### src/rtl/temperature_to_seven_segment_unit_macros.svh
// ----------------------------------------------------------------------------
// Assertion macros for the temperature to seven-segment unit
// Concurrent assertion wrappers; they compile away in synthesis.
// ----------------------------------------------------------------------------
`ifndef TEMPERATURE_TO_SEVEN_SEGMENT_UNIT_MACROS_SVH
`define TEMPERATURE_TO_SEVEN_SEGMENT_UNIT_MACROS_SVH

`ifndef SYNTHESIS

// Property must hold at every clock edge outside reset.
`define TTS_ASSERT(lbl, clk, rst_n, prop) \
    lbl: assert property (@(posedge clk) disable iff (!rst_n) (prop)) \
        else $error("assertion failed");

// Expression must never be true outside reset.
`define TTS_NEVER(lbl, clk, rst_n, expr) \
    lbl: assert property (@(posedge clk) disable iff (!rst_n) !(expr)) \
        else $error("forbidden condition seen");

`else

`define TTS_ASSERT(lbl, clk, rst_n, prop)
`define TTS_NEVER(lbl, clk, rst_n, expr)

`endif

`endif

### src/rtl/tts_pkg.sv
// ----------------------------------------------------------------------------
// tts_pkg
// Types, constants and segment helpers shared by the display converter.
// ----------------------------------------------------------------------------
package tts_pkg;

    localparam int TEMP_W   = 24;   // input temperature, hundredths
    localparam int SEG_W    = 8;    // a..g, dp
    localparam int TENTHS_W = 20;   // rounded magnitude in tenths
    localparam int NUM_W    = 14;   // tenths value once known below 10000
    localparam int Q1_W     = 11;   // num / 10
    localparam int Q2_W     = 8;    // num / 100
    localparam int Q3_W     = 5;    // num / 1000
    localparam int PROD_W   = 30;

    // x / 10 for x below 2^24: (x * ceil(2^27/10)) >> 27
    localparam logic [TEMP_W-1:0] RCP_T_M = 24'd13421773;
    localparam int                RCP_T_S = 27;

    // reciprocals for the digit split, exact for num below 16384
    localparam logic [15:0] RCP_Q1_M = 16'd52429;  // 2^19 / 10
    localparam int          RCP_Q1_S = 19;
    localparam logic [15:0] RCP_Q2_M = 16'd10486;  // 2^20 / 100
    localparam int          RCP_Q2_S = 20;
    localparam logic [15:0] RCP_Q3_M = 16'd16778;  // 2^24 / 1000
    localparam int          RCP_Q3_S = 24;

    // range limits in tenths
    localparam logic [TENTHS_W-1:0] LIM_LOW   = 20'd995;
    localparam logic [TENTHS_W-1:0] LIM_100   = 20'd100;
    localparam logic [TENTHS_W-1:0] LIM_1000  = 20'd1000;
    localparam logic [TENTHS_W-1:0] LIM_10000 = 20'd10000;

    localparam logic [SEG_W-1:0] SEG_BLANK = 8'h00;
    localparam logic [SEG_W-1:0] SEG_MINUS = 8'h02;
    localparam logic [SEG_W-1:0] SEG_POINT = 8'h01;
    localparam logic [SEG_W-1:0] SEG_LOW   = 8'b0001_1100;
    localparam logic [SEG_W-1:0] SEG_HIGH  = 8'b0110_1110;

    typedef enum logic [2:0] {
        FMT_LOW,      // blank, L, blank
        FMT_NEG_INT,  // minus, tens, units
        FMT_NEG_DEC,  // minus, units., tenths
        FMT_DEC2,     // blank, units., tenths
        FMT_DEC3,     // tens, units., tenths
        FMT_INT,      // hundreds, tens, units
        FMT_HIGH      // blank, H, blank
    } t_fmt;

    typedef struct packed {
        logic                neg;
        logic [TENTHS_W-1:0] tenths;
    } t_round;

    typedef struct packed {
        t_fmt             fmt;
        logic [NUM_W-1:0] num;
        logic [Q1_W-1:0]  q1;
        logic [Q2_W-1:0]  q2;
        logic [Q3_W-1:0]  q3;
    } t_split;

    function automatic logic [SEG_W-1:0] seg_digit(input logic [3:0] d);
        logic [SEG_W-1:0] s;
        case (d)
            4'd0:    s = 8'hFC;
            4'd1:    s = 8'h60;
            4'd2:    s = 8'hDA;
            4'd3:    s = 8'hF2;
            4'd4:    s = 8'h66;
            4'd5:    s = 8'hB6;
            4'd6:    s = 8'hBE;
            4'd7:    s = 8'hE0;
            4'd8:    s = 8'hFE;
            4'd9:    s = 8'hF6;
            default: s = SEG_BLANK;
        endcase
        return s;
    endfunction

    // low nibble of q * 10, enough for a remainder known to be below 10
    function automatic logic [3:0] mul10_lo(input logic [3:0] q);
        logic [3:0] a;
        logic [3:0] b;
        a = {q[0], 3'b000};
        b = {q[2:0], 1'b0};
        return a + b;
    endfunction

endpackage

### src/rtl/temperature_to_seven_segment_unit.sv
// ----------------------------------------------------------------------------
// temperature_to_seven_segment_unit
// Signed temperature in hundredths to three seven-segment digit patterns.
// ----------------------------------------------------------------------------
//
//  Channel  | Handshake          | Payload
//  ---------+--------------------+-----------------------------------------
//  in       | i_valid / o_ready  | i_temp_hundredths (24b signed)
//  out      | o_valid / i_ready  | o_left/middle/right_segments (8b each)
//
//  One transaction in per cycle, one out per cycle, sustained while i_ready
//  is high. Stages: input register, round to tenths (one 24x24 multiply by
//  the reciprocal of 10), format select and digit quotients (three small
//  reciprocal multiplies), segment encode into the result reg.
//  The four stages advance together whenever the result register is empty
//  or being taken, so a stall on the output holds the whole pipe and drops
//  o_ready in the same cycle.
//  Reset (synchronous, active low) clears the stage valid bits only.
//
module temperature_to_seven_segment_unit import tts_pkg::*; (
    input  logic                     i_clk,
    input  logic                     i_rst_n,
    input  logic                     i_valid,
    output logic                     o_ready,
    input  logic signed [TEMP_W-1:0] i_temp_hundredths,
    output logic                     o_valid,
    input  logic                     i_ready,
    output logic [SEG_W-1:0]         o_left_segments,
    output logic [SEG_W-1:0]         o_middle_segments,
    output logic [SEG_W-1:0]         o_right_segments
);

`include "temperature_to_seven_segment_unit_macros.svh"

    // stage valid bits: a = input reg, b = tenths, c = split, d = result
    logic   r_v_a;
    logic   r_v_b;
    logic   r_v_c;
    logic   r_v_d;
    logic   w_adv;
    t_round w_round;
    t_split w_split;

    // whole pipe moves when the result slot is free or drains this cycle
    assign w_adv   = !r_v_d || i_ready;
    assign o_ready = w_adv;
    assign o_valid = r_v_d;

    always_ff @(posedge i_clk) begin
        if (!i_rst_n) begin
            r_v_a <= 1'b0;
            r_v_b <= 1'b0;
            r_v_c <= 1'b0;
            r_v_d <= 1'b0;
        end else if (w_adv) begin
            r_v_a <= i_valid;
            r_v_b <= r_v_a;
            r_v_c <= r_v_b;
            r_v_d <= r_v_c;
        end
    end

    // input register and rounding (stages a and b)
    tts_round u_round (
        .i_clk             (i_clk),
        .i_load            (w_adv),
        .i_temp_hundredths (i_temp_hundredths),
        .o_round           (w_round)
    );

    // format decision and decimal quotients (stage c)
    tts_split u_split (
        .i_clk   (i_clk),
        .i_load  (w_adv),
        .i_round (w_round),
        .o_split (w_split)
    );

    // segment patterns into the result register (stage d)
    tts_encode u_encode (
        .i_clk    (i_clk),
        .i_load   (w_adv),
        .i_split  (w_split),
        .o_left   (o_left_segments),
        .o_middle (o_middle_segments),
        .o_right  (o_right_segments)
    );

    // a held result must block new input
    `TTS_NEVER(a_stall_blocks_input, i_clk, i_rst_n, o_valid && !i_ready && o_ready)
    // an accepted transaction lands in the input stage
    `TTS_ASSERT(a_accept_fills, i_clk, i_rst_n, (i_valid && o_ready) |=> r_v_a)
    // integer format only for values below 10000
    `TTS_NEVER(a_int_range, i_clk, i_rst_n, r_v_c && (w_split.fmt == FMT_INT) && (w_split.q3 > 5'd9))
    // three-digit decimal format only for values below 1000
    `TTS_NEVER(a_dec_range, i_clk, i_rst_n, r_v_c && (w_split.fmt == FMT_DEC3) && (w_split.num >= 14'd1000))

endmodule

### src/rtl/tts_round.sv
// ----------------------------------------------------------------------------
// tts_round
// Input register and half-up rounding of the magnitude to tenths.
// ----------------------------------------------------------------------------
module tts_round import tts_pkg::*; (
    input  logic                     i_clk,
    input  logic                     i_load,
    input  logic signed [TEMP_W-1:0] i_temp_hundredths,
    output t_round                   o_round
);

    logic              r_neg;
    logic [TEMP_W-1:0] r_sum;
    logic [TEMP_W-1:0] n_sum;
    logic [TEMP_W-1:0] w_mag;
    logic [2*TEMP_W-1:0] w_prod;
    t_round            r_round;
    t_round            n_round;

    // magnitude of 0x800000 is 2^23 and still fits unsigned
    always_comb begin
        w_mag = i_temp_hundredths[TEMP_W-1] ? (~i_temp_hundredths + 24'd1)
                                            : i_temp_hundredths;
        n_sum = w_mag + 24'd5;
    end

    always_comb begin
        w_prod         = {{TEMP_W{1'b0}}, r_sum} * {{TEMP_W{1'b0}}, RCP_T_M};
        n_round.neg    = r_neg;
        n_round.tenths = w_prod[RCP_T_S +: TENTHS_W];
    end

    always_ff @(posedge i_clk) begin
        if (i_load) begin
            r_neg   <= i_temp_hundredths[TEMP_W-1];
            r_sum   <= n_sum;
            r_round <= n_round;
        end
    end

    assign o_round = r_round;

endmodule

### src/rtl/tts_split.sv
// ----------------------------------------------------------------------------
// tts_split
// Picks the display format and takes the decimal quotients of the value.
// ----------------------------------------------------------------------------
module tts_split import tts_pkg::*; (
    input  logic   i_clk,
    input  logic   i_load,
    input  t_round i_round,
    output t_split o_split
);

    logic [NUM_W-1:0]  w_num;
    logic [PROD_W-1:0] w_p1;
    logic [PROD_W-1:0] w_p2;
    logic [PROD_W-1:0] w_p3;
    t_split            r_split;
    t_split            n_split;

    always_comb begin
        w_num = i_round.tenths[NUM_W-1:0];
        w_p1  = PROD_W'(w_num) * PROD_W'(RCP_Q1_M);
        w_p2  = PROD_W'(w_num) * PROD_W'(RCP_Q2_M);
        w_p3  = PROD_W'(w_num) * PROD_W'(RCP_Q3_M);

        n_split.num = w_num;
        n_split.q1  = w_p1[RCP_Q1_S +: Q1_W];
        n_split.q2  = w_p2[RCP_Q2_S +: Q2_W];
        n_split.q3  = w_p3[RCP_Q3_S +: Q3_W];

        // negative zero falls through to the positive formats
        if (i_round.neg && (i_round.tenths != '0)) begin
            if (i_round.tenths >= LIM_LOW) begin
                n_split.fmt = FMT_LOW;
            end else if (i_round.tenths >= LIM_100) begin
                n_split.fmt = FMT_NEG_INT;
            end else begin
                n_split.fmt = FMT_NEG_DEC;
            end
        end else if (i_round.tenths < LIM_100) begin
            n_split.fmt = FMT_DEC2;
        end else if (i_round.tenths < LIM_1000) begin
            n_split.fmt = FMT_DEC3;
        end else if (i_round.tenths < LIM_10000) begin
            n_split.fmt = FMT_INT;
        end else begin
            n_split.fmt = FMT_HIGH;
        end
    end

    always_ff @(posedge i_clk) begin
        if (i_load) begin
            r_split <= n_split;
        end
    end

    assign o_split = r_split;

endmodule

### src/rtl/tts_encode.sv
// ----------------------------------------------------------------------------
// tts_encode
// Decimal digits to segment patterns, held in the result register.
// ----------------------------------------------------------------------------
module tts_encode import tts_pkg::*; (
    input  logic             i_clk,
    input  logic             i_load,
    input  t_split           i_split,
    output logic [SEG_W-1:0] o_left,
    output logic [SEG_W-1:0] o_middle,
    output logic [SEG_W-1:0] o_right
);

    logic [3:0]       w_d0;
    logic [3:0]       w_d1;
    logic [3:0]       w_d2;
    logic [3:0]       w_d3;
    logic [SEG_W-1:0] r_left;
    logic [SEG_W-1:0] r_middle;
    logic [SEG_W-1:0] r_right;
    logic [SEG_W-1:0] n_left;
    logic [SEG_W-1:0] n_middle;
    logic [SEG_W-1:0] n_right;

    always_comb begin
        // remainders are below 10, so four bits of arithmetic suffice
        w_d0 = i_split.num[3:0] - mul10_lo(i_split.q1[3:0]);
        w_d1 = i_split.q1[3:0]  - mul10_lo(i_split.q2[3:0]);
        w_d2 = i_split.q2[3:0]  - mul10_lo(i_split.q3[3:0]);
        w_d3 = i_split.q3[3:0];

        case (i_split.fmt)
            FMT_LOW: begin
                n_left   = SEG_BLANK;
                n_middle = SEG_LOW;
                n_right  = SEG_BLANK;
            end
            FMT_NEG_INT: begin
                n_left   = SEG_MINUS;
                n_middle = seg_digit(w_d2);
                n_right  = seg_digit(w_d1);
            end
            FMT_NEG_DEC: begin
                n_left   = SEG_MINUS;
                n_middle = seg_digit(w_d1) | SEG_POINT;
                n_right  = seg_digit(w_d0);
            end
            FMT_DEC2: begin
                n_left   = SEG_BLANK;
                n_middle = seg_digit(w_d1) | SEG_POINT;
                n_right  = seg_digit(w_d0);
            end
            FMT_DEC3: begin
                n_left   = seg_digit(w_d2);
                n_middle = seg_digit(w_d1) | SEG_POINT;
                n_right  = seg_digit(w_d0);
            end
            FMT_INT: begin
                n_left   = seg_digit(w_d3);
                n_middle = seg_digit(w_d2);
                n_right  = seg_digit(w_d1);
            end
            FMT_HIGH: begin
                n_left   = SEG_BLANK;
                n_middle = SEG_HIGH;
                n_right  = SEG_BLANK;
            end
            default: begin
                n_left   = SEG_BLANK;
                n_middle = SEG_BLANK;
                n_right  = SEG_BLANK;
            end
        endcase
    end

    always_ff @(posedge i_clk) begin
        if (i_load) begin
            r_left   <= n_left;
            r_middle <= n_middle;
            r_right  <= n_right;
        end
    end

    assign o_left   = r_left;
    assign o_middle = r_middle;
    assign o_right  = r_right;

endmodule
### config.mk
export PLATFORM = sky130hd
export DESIGN_NAME = temperature_to_seven_segment_unit
export DESIGN_NICKNAME = d
export VERILOG_FILES = /design/src/rtl/tts_pkg.sv /design/src/rtl/temperature_to_seven_segment_unit.sv /design/src/rtl/tts_round.sv /design/src/rtl/tts_split.sv /design/src/rtl/tts_encode.sv
export VERILOG_INCLUDE_DIRS = /design/src /design/src/rtl
export SDC_FILE = /design/constraint.sdc
export NUM_CORES = 1
export LEC_CHECK = 0
export BUFFER_PORTS_ARGS = -buffer_cell sky130_fd_sc_hd__clkbuf_2
export CORE_MARGIN = 8
export CORE_UTILIZATION = 55
export DETAILED_ROUTE_END_ITERATION = 16
export PLACE_DENSITY_LB_ADDON = 0.08
export SYNTH_ARGS = -nofsm -noshare
export SYNTH_HDL_FRONTEND = slang
export SYNTH_SLANG_ARGS = --single-unit
### constraint.sdc
create_clock -name i_clk -period 18.4 [get_ports i_clk]
set_clock_uncertainty 0.15 [all_clocks]
set_input_delay 2.76 -clock i_clk [delete_from_list [all_inputs] [get_ports i_clk]]
set_output_delay 2.76 -clock i_clk [all_outputs]
set_load 0.02 [all_outputs]
Word-level counts from Yosys, hierarchy flattened

Memories as Yosys holds them, arrays and structs flattened. A register that Yosys moved wholly into a read port is not among the register bits.
Cells that the tools add are included.

Add/subtract/negate cells: 8
Multiply operators: 4
Magnitude comparators: 5
Equal/unequal tests: 6
Multiplexer cells: 11
Bitwise gates (word level): 1
Reduce and logical (&&, ||, !) cells: 6

Operator list:

| kind                                                                     | number |
|---|---|
| 8-bit case mux with 7 select lines                                       | 1 |
| 24-bit by 24-bit multiplier with 47-bit output (second input constant)   | 1 |
| 8-bit case mux with 5 select lines                                       | 1 |
| 14-bit by 14-bit multiplier with 27-bit output (second input constant)   | 1 |
| 24-bit by 1-bit adder with 24-bit output (second input constant)         | 1 |
| 24-bit by 3-bit adder with 24-bit output (second input constant)         | 1 |
| 24-bit 2-to-1 mux                                                        | 1 |
| 24-bit inverter                                                          | 1 |
| 8-bit case mux with 3 select lines                                       | 1 |
| 14-bit by 13-bit multiplier with 23-bit output (second input constant)   | 1 |
| 14-bit by 16-bit multiplier with 23-bit output (second input constant)   | 1 |
| 20-bit by 10-bit >= comparator with 1-bit output (second input constant) | 1 |
| 20-bit by 7-bit >= comparator with 1-bit output (second input constant)  | 1 |
| 20-bit by 10-bit < comparator with 1-bit output (second input constant)  | 1 |
| 20-bit by 14-bit < comparator with 1-bit output (second input constant)  | 1 |
| 20-bit by 7-bit < comparator with 1-bit output (second input constant)   | 1 |
| 20-bit nonzero test                                                      | 1 |
| 4-bit adder                                                              | 3 |
| 3-bit 2-to-1 mux                                                         | 4 |
| 4-bit subtractor                                                         | 3 |
| 3-bit equality test (second input constant)                              | 3 |
| 3-bit by 2-bit equality test with 1-bit output (second input constant)   | 2 |
| 2-bit 2-to-1 mux                                                         | 2 |
| 4-bit 2-to-1 mux                                                         | 1 |
| other kinds (6)                                                          | 6 |

Flip-flop bits (word level): 93
ROM bits: 1,344
Input bits: 28
Word-level logic and storage cells: 69
Memories kept: 12

Memory list:

| memory           | words | bits a word | read ports | clocked after memory_dff | write ports | line          | RTL |
|---|---|---|---|---|---|---|---|
| (name not given) | 16    | 7           | 1          | 0                        | 0           | tts_pkg.sv:65 | `case (d)` |
| (name not given) | 16    | 7           | 1          | 0                        | 0           | tts_pkg.sv:65 |  |
| (name not given) | 16    | 7           | 1          | 0                        | 0           | tts_pkg.sv:65 |  |
| (name not given) | 16    | 7           | 1          | 0                        | 0           | tts_pkg.sv:65 |  |
| (name not given) | 16    | 7           | 1          | 0                        | 0           | tts_pkg.sv:65 |  |
| (name not given) | 16    | 7           | 1          | 0                        | 0           | tts_pkg.sv:65 |  |
| 6 more memories  | --    | --          | --         | --                       | --          | --            |  |

Longest topological paths before layout

Gate-level depths: netlist of the first run.

Depth after elaboration: 5
Depth in mapped cells: 25

Cells and area by module

Synthesis of the first run repeated with hierarchy kept, for this count alone.

Cells, all modules: 2,516
Area, all modules: 25,206.7 sq um

Modules (own cells, without submodules):

| module                            | times used | cells each | area each (sq um) |
|---|---|---|---|
| tts_round                         | 1          | 1,284      | 12,797.3 |
| tts_split                         | 1          | 978        | 9,993.3 |
| tts_encode                        | 1          | 239        | 2,254.7 |
| temperature_to_seven_segment_unit | 1          | 15         | 161.4 |

Worst setup path before layout of the first run

OpenSTA, ideal clock, no wires.

Path type: input -> output
Start point: input i_ready
End point: output o_ready
Data arrival time: 5,593 ps
Required time: 15,490 ps
Slack: 9,897 ps
Cell stages on the path: 3
Path buffers: 1
Path through: nor2b_1 inv_1 clkbuf_1

Longest elaborated chain between the ends: 1

Ends and longest elaborated chain:

| element          | line                                    | RTL |
|---|---|---|
| from (decl)      | temperature_to_seven_segment_unit.sv:27 | `input logic i_ready,` |
| 1-bit logical OR | temperature_to_seven_segment_unit.sv:45 | `assign w_adv = !r_v_d \|\| i_ready;` |
| to (decl)        | temperature_to_seven_segment_unit.sv:24 | `output logic o_ready,` |

Every way passes these cells.

Final worst setup path of the first run

Start point: register u_round.r_sum[3]
End point: register u_round.r_round, in the netlist u_round.o_round[17], data pin

Longest elaborated chain between the ends: 1

Ends and longest elaborated chain:

| element                                        | line            | RTL |
|---|---|---|
| from (decl)                                    | tts_round.sv:13 | `logic [TEMP_W-1:0] r_sum;` |
| from (signal assigned)                         | tts_round.sv:36 | `r_sum <= n_sum;` |
| 24-bit by 24-bit multiplier with 47-bit output | tts_round.sv:28 | `w_prod = {{TEMP_W{1'b0}}, r_sum} * {{TEMP_W{1'b0}}, RCP_T_M};` |
| via u_round.w_prod[44]                         | tts_round.sv:16 | `logic [2*TEMP_W-1:0] w_prod;` |
| to (signal assigned)                           | tts_round.sv:37 | `r_round <= n_round;` |
| to (decl)                                      | tts_round.sv:17 | `t_round r_round;` |

The timed path passes the listed nets, and every way through them passes these cells.
A chain may end at the register's enable or synchronous reset.

==> impl_results.md, run 1 <==
* Number of hold buffers added after cts at 0
* CP Class: flip-flop to flip-flop
* Slowest-stage cell, CP: edfxtp_1
* Worst-margin pin slew at 0.928 ns
* Effective utilization at floorplan at a little under three fifths
* Total GRT Usage at 23.3%
* Vias in the first global route at ~17,000
* Worst setup SP type: flip-flop
* Hold Startpoint: u_round.r_neg$_DFFE_PN_
* Post-synth cell types at 91
* Antenna viol nets, final at 0
* Worst stage delay on the critical path at 0.76 ns
* CTS Buf Count at 9
* Boundary Pins at 54
* Max Root-Sink Buffers at 2
* Status: finished clean
* Mapped Area at around 24,000 um^2
* Slew HR at between 30% and 40%
* Cells along the critical path: ha_1 > xnor2_1 > xnor2_1 > fa_1 > fa_1 > fa_1 > fa_1 > inv_1 > fa_1 > inv_1 > ha_1 > o21ai_0 > o21bai_1 > nor4_1 > o211ai_1 > a32oi_1 > o22ai_1 > a211oi_1 > o21bai_1 > xor2_1
* CTS clock-pin slew for the worst setup and hold paths at around 0.09 ns
* Share of cells above drive strength 1 at around 4%
* Initial antenna violation count at 0
* Crit path top cell by count: fa_1
* HP Class: flip-flop to flip-flop
* Setup_tns at 0 ns
* Grt ovf at 0
* Crit end category: flip-flop
* Drt first pass iters at 4
* Core footprint at between 40,000 and 50,000 um^2
* Launching point of the worst reg2reg path: u_round.r_sum[3]$_DFFE_PN_
* Period utilization at 41.3%
* Critical Path RT at around 18 ns
* Total number of vias at about 16,000
* First-pass GRT wire length at approximately 92,000 um
* Largest net degree at the start of global routing at 52
* Post-synth EDFFs at 87
* Post-cts sizing count at 0
* PortBufs at 51
* CP Data Arrival Time at approximately 7.6 ns
* Area Growth Syn to Fin at 5.09%
* Post CTS Setup Buffer Count at 0
* Final GP Congestion at a little over 0.9
* Total Nets Final at between 3,000 and 4,000
* N_diodes at 0
* CP Launch Point: u_round.r_sum[3]$_DFFE_PN_
* Max-slew violations at 0
* H-Tree Depth at 3
* Setup violations, final at 0
* Sequential area share after synthesis at between 10% and 20%
* Die Area at ~50,000 um^2
* Clock Sink Count at 98
* Primary FF master, synth: edfxtp_1
* Asr flop ratio synth at 0%
* Fmax achieved at about 130 MHz
* # DRC at 0
* Wire per inst at approximately 19 um
* DR vias/cell at ~5.4
* Avg Cell Area, Syn at ~10 um^2
* Yosys Warn Count at 0
* RSZ-0062 raised after global routing: no
* Cells after Synth at between 2,000 and 2,500
* Root Driver: clkbuf_16
* TritonCTS clock tree: done
* MaxCap Viol Count at 0
* DP HPWL at about 48,000 um
* CP Max Fanout at 12
* Die width at 223 um
* Die height at between 200 and 250 um
* Tmin final at about 7.6 ns
* Clock insertion delay at the later pin of the skew report at 0.40 ns
* Fin. Hold Viols at 0
* DRT iter0 DRCs at about 860
* Std cell rows at 76
* Seq cells post-synth at about 100
* Final WL at between 50,000 and 60,000 um
==> critical path, delay by kind of cell, from the launching register on <==
| kind | cells | cell delay (ns) |
|---|---|---|
| compound gates | 7 | 1.76 |
| xor+xnor | 3 | 0.91 |
| fa+ha+maj | 7 | 3.37 |
| buf+inv | 2 | 0.10 |
| flops | 1 | 0.76 |
| simple gates | 1 | 0.28 |
==> per-layer routing <==
metal	up-vias	routed length (um)	track usage, %
li1	7735	-	-
met1	7946	25000	30.2
met2	219	28200	41.7
met3	43	1610	2.57
met4	0	897	4.86
met5	-	0	0
==> cell families after synthesis <==
logic type                 share of synthesized area, %
DFF                                                12.0
buffers and inverters                              10.8
other                                            0.0159
AOI/OAI and AO/OA                                  8.32
adders and majority gates                          57.4
xor gates and xnor gates                           4.41
muxes                                             0.477
and+or+nand+nor                                    6.57
==> registers in the layout, summed over array words and instances, names as in the netlist, named ones only <==
| signal | cells |
|---|---|
| u_round.r_sum | 24 |
| u_round.o_round | 21 |
| u_split.o_split | 19 |
| u_encode.o_middle | 8 |
| u_encode.o_left | 7 |
| u_encode.o_right | 7 |
| o_valid | 1 |
| r_v_a | 1 |
| r_v_b | 1 |
| r_v_c | 1 |
| u_round.r_neg | 1 |
==> synth_stat cells (all sizes together), types with 24 or more instances <==
library cell	count	share of area, %
xor2	51	1.9
fa	345	29
o21ai	68	1.4
ha	533	28
edfxtp	87	11
a21oi	67	1.5
nand3	24	0.53
inv	647	10
xnor2	68	2.5
nand2	94	1.5
a21o	30	0.95
nor2	52	0.86
==> path summary, 6_finish.rpt <==
kind	endpoint	slack, ns	cells past startpoint
hold / removal	u_round.o_round[20]$_DFFE_PN_	0.28	0
setup reg to reg	u_round.o_round[17]$_DFFE_PN_	10.81	20
hold reg to reg	u_round.o_round[20]$_DFFE_PN_	0.28	0
setup / recovery	u_round.o_round[17]$_DFFE_PN_	10.81	20
==> placed cells by master (no fill, tap or decap), types with 8 or more instances in the layout <==
cell type,n
inv_1,645
ha_1,533
fa_1,345
nand2_1,92
edfxtp_1,87
xnor2_1,68
a21oi_1,65
o21ai_0,55
xor2_1,51
nor2_1,51
clkbuf_2,51
a21o_1,30
nand3_1,23
nor3_1,21
nand2b_1,16
nor2b_1,15
o22ai_1,14
o21ai_1,13
a211oi_1,11
o31ai_1,11
o21a_1,11
a22oi_1,11
dfxtp_1,11
nand4_1,9
or3_1,9
mux2i_1,9
clkbuf_16,9
buf_4,9
and3_1,8
and2_1,8
o211ai_1,8
nor4_1,8
==> metrics by stage <==
| step | instance area, um^2 | hold slack, ns | setup slack (ns) | cells | utilization [%] |
|---|---|---|---|---|---|
| 6_report | 24800 | 0.279 | 10.81 | 2970 | 58.2 |
| 5_1_grt | 24800 | 0.296 | 10.34 | 2970 | 58.2 |
| 4_1_cts | 24800 | 0.280 | 10.83 | 2970 | 58.2 |
| 3_5_place_dp | 24500 | 0.262 | 10.89 | 2954 | 57.4 |
| 3_3_place_gp | 24500 | 0.261 | 11.13 | 2954 | 57.4 |
| 2_1_floorplan | 23600 | 0.250 | 9.90 | 2373 | - |
==> cell type report <==
class                   instances  area, um^2
repair buffers                 60         323
clock inverters                 7        78.8
flip-flops and latches         98        2830
well taps                     546         683
clock buffers                   9         225
multi-input cells            1602       18300
fillers                      3807       17900
inverters                     648        2430
Power of run 1 is not shown: default switching activity piles up to over one toggle a cycle in this logic, so the estimate is an artifact.
==> run 2, diff against run 1 <==
--- a/config.mk
+++ b/config.mk
@@ -6,6 +6,7 @@
 export SDC_FILE = /design/constraint.sdc
 export NUM_CORES = 1
 export LEC_CHECK = 0
+export ABC_AREA = 1
 export BUFFER_PORTS_ARGS = -buffer_cell sky130_fd_sc_hd__clkbuf_2
 export CORE_MARGIN = 8
 export CORE_UTILIZATION = 55
==> constraint.sdc (replaced) <==
create_clock -name i_clk -period 6.6 [get_ports i_clk]
set_clock_uncertainty 0.15 [all_clocks]
set_input_delay 0.99 -clock i_clk [delete_from_list [all_inputs] [get_ports i_clk]]
set_output_delay 0.99 -clock i_clk [all_outputs]
set_load 0.02 [all_outputs]
==> impl_results.md, run 2 <==
* Number of hold buffers added after cts at 0 (unchanged)
* MaxCap Viol Count at 0 (unchanged)
* Avg Cell Area, Syn at 8.51 um^2 (was 9.96 um^2)
* Status: finished clean (unchanged)
* Mapped Area at 25,700 um^2 (was 23,600 um^2)
* Grt ovf at 0 (unchanged)
* Clock Sink Count at 98 (unchanged)
* CTS Buf Count at 9 (unchanged)
* Synth cell count leaders: inv_1, ha_1, nand2_1 (was inv_1, ha_1, fa_1)
* Total Nets Final at 4,031 (was 3,325)
* Cells after Synth at 3,015 (was 2,372)
* Yosys Warn Count at 0 (unchanged)
* Max Root-Sink Buffers at 2 (unchanged)
* Die height at 232 um (was 223 um)
* DR vias/cell at 5.35 (was 5.37)
* Worst-margin pin slew at 0.833 ns (was 0.928 ns)
* Fmax achieved at 156 MHz (was 132 MHz)
* Yosys top cell area share at 26.9% (was 29.2%)
* Initial antenna violation count at 1 (was 0)
* Largest net degree at the start of global routing at 51 (was 52)
* Drt first pass iters at 5 (was 4)
* DP HPWL at 62,700 um (was 48,500 um)
* Most numerous cell in the Yosys netlist: inv_1 (unchanged)
* Core footprint at 46,300 um^2 (was 42,700 um^2)
* Vias in the first global route at 20,900 (was 17,400)
* Final GP Congestion at 0.967 (was 0.921)
* Setup_tns at 0 ns (unchanged)
* # DRC at 0 (unchanged)
* DRT iter0 DRCs at 1,291 (was 864)
* HP Class: flip-flop to flip-flop (unchanged)
* Die Area at 53,800 um^2 (was 49,900 um^2)
* Setup violations, final at 0 (unchanged)
* Tmin final at 6.43 ns (was 7.59 ns)
* CTS clock-pin slew for the worst setup and hold paths at 0.09 ns (about the same)
* Cell taking the most area after synthesis: fa_1 (unchanged)
* RSZ-0062 raised after global routing: no (unchanged)
* Top post-synthesis cells by area: fa_1, ha_1, inv_1 (was fa_1, ha_1, edfxtp_1)
* Asr flop ratio synth at 0% (unchanged)
* Total number of vias at 20,000 (was 15,900)
* Crit end category: flip-flop (unchanged)
* Slew HR at 44.5% (was 37.7%)
* Largest register FFs at 24 (unchanged)
* CP Max Fanout at 7 (was 12)
* Primary FF master, synth: edfxtp_1 (unchanged)
* Std cell rows at 79 (was 76)
* CP Data Arrival Time at 6.48 ns (was 7.58 ns)
* Wire per inst at 19.0 um (was 18.8 um)
* Fin. Hold Viols at 0 (unchanged)
* Die width at 232 um (was 223 um)
* Effective utilization at floorplan at 55.5% (was 55.3%)
* Max-slew violations at 0 (unchanged)
* Share of cells above drive strength 1 at 6.23% (was 4.00%)
* First-pass GRT wire length at 114,000 um (was 91,500 um)
* Post-synth cell types at 56 (was 91)
* N_diodes at 0 (unchanged)
* Root Driver: clkbuf_16 (unchanged)
* Worst setup SP type: flip-flop (unchanged)
* Post-synth EDFFs at 87 (unchanged)
* CP Class: flip-flop to flip-flop (unchanged)
* TritonCTS clock tree: done (unchanged)
* Top reg by flops: u_round.r_sum (unchanged)
* Total GRT Usage at 27.5% (was 23.3%)
* Final WL at 71,100 um (was 55,800 um)
* Sequential area share after synthesis at 11.0% (was 12.0%)
* PortBufs at 51 (unchanged)
* Boundary Pins at 54 (unchanged)
* Most frequent cells in the layout: inv_1, ha_1, nand2_1 (was inv_1, ha_1, fa_1)
* Critical Path RT at 6.65 ns (was 18.38 ns)
* H-Tree Depth at 3 (unchanged)
* Seq cells post-synth at 98 (unchanged)
* Clock insertion delay at the later pin of the skew report at 0.39 ns (was 0.40 ns)
* Antenna viol nets, final at 0 (unchanged)
* Most common cell after layout, fill and taps aside: inv_1 (unchanged)
* Period utilization at 97.4% (was 41.3%)
* Area Growth Syn to Fin at 6.65% (was 5.09%)
## run 2: cell count changes after synthesis, sizes merged, moves of 12 or more
cell and delta:
nand2 +371, inv +166, nor2 +158, nand3 +71, xnor2 -41, a21oi +38
nand4 +22, o21ai +21, nand2b -17, clkbuf -15, nor2b -15, a21o -12
a22oi -12
## run 2: cell type report
type	count	area [um^2]
timing repair buffer	105	661
clock inverter	7	81.3
sequential	98	2830
multi-input combinational	2096	19700
clock buffer	9	225
inverter	815	3060
fill	4253	18900
tap	607	759
## run 2: logic make-up after synthesis
logic type / synth area share [%]
compound gates: 6.11
xor+xnor: 2.73
other cells: 0.0146
flops: 11.0
simple gates: 15.1
fa+ha+maj: 52.9
buf+inv: 12.1
## run 2: layer usage
metal | routed length, um | global-route usage (%)
met1 | 32600 | 38.8
met2 | 30800 | 41.8
met3 | 5920 | 6.80
met4 | 1740 | 7.34
met5 | 0 | 0
## run 2: worst paths after layout
kind | from | endpoint | slack, ns | cells past startpoint
setup / recovery | u_round.r_sum[15]$_DFFE_PN_ | u_round.o_round[13]$_DFFE_PN_ | 0.17 | 18
setup reg to reg | u_round.r_sum[15]$_DFFE_PN_ | u_round.o_round[13]$_DFFE_PN_ | 0.17 | 18
hold reg to reg | u_round.r_neg$_DFFE_PN_ | u_round.o_round[20]$_DFFE_PN_ | 0.29 | 0
hold / removal | u_round.r_neg$_DFFE_PN_ | u_round.o_round[20]$_DFFE_PN_ | 0.29 | 0
## run 2: critical path, cell delays in order, from the launching register on
cell and delay (ns):
edfxtp_1 0.56, ha_1 0.45, inv_1 0.13, fa_1 0.63, inv_1 0.09, fa_1 0.53
inv_1 0.05, fa_1 0.51, fa_1 0.56, inv_1 0.05, ha_1 0.29, ha_1 0.32
ha_1 0.41, nand2_1 0.13, nor2_1 0.40, and3_1 0.28, nand4_1 0.11, nand3_1 0.28
xor2_1 0.30
## run 2: metrics by stage
stage | util (%) | std cells | hold slack, ns | area (um^2) | setup WS, ns
after floorplan | - | 3016 | 0.250 | 25700 | 0.595
after global placement | 58.3 | 3711 | 0.263 | 27000 | 0.125
after detailed placement | 58.3 | 3711 | 0.271 | 27000 | 0.102
after CTS | 58.9 | 3727 | 0.293 | 27300 | 0.0742
after global routing | 59.2 | 3737 | 0.306 | 27400 | 0.00285
final | 59.2 | 3737 | 0.288 | 27400 | 0.171
## run 2: repair_timing
item / in CTS / in global routing
gates resized for setup: 0 / 5
setup buffers: 0 / 10
setup endpoints to repair: 0 / 10
Power of run 2 is left out for the same reason.
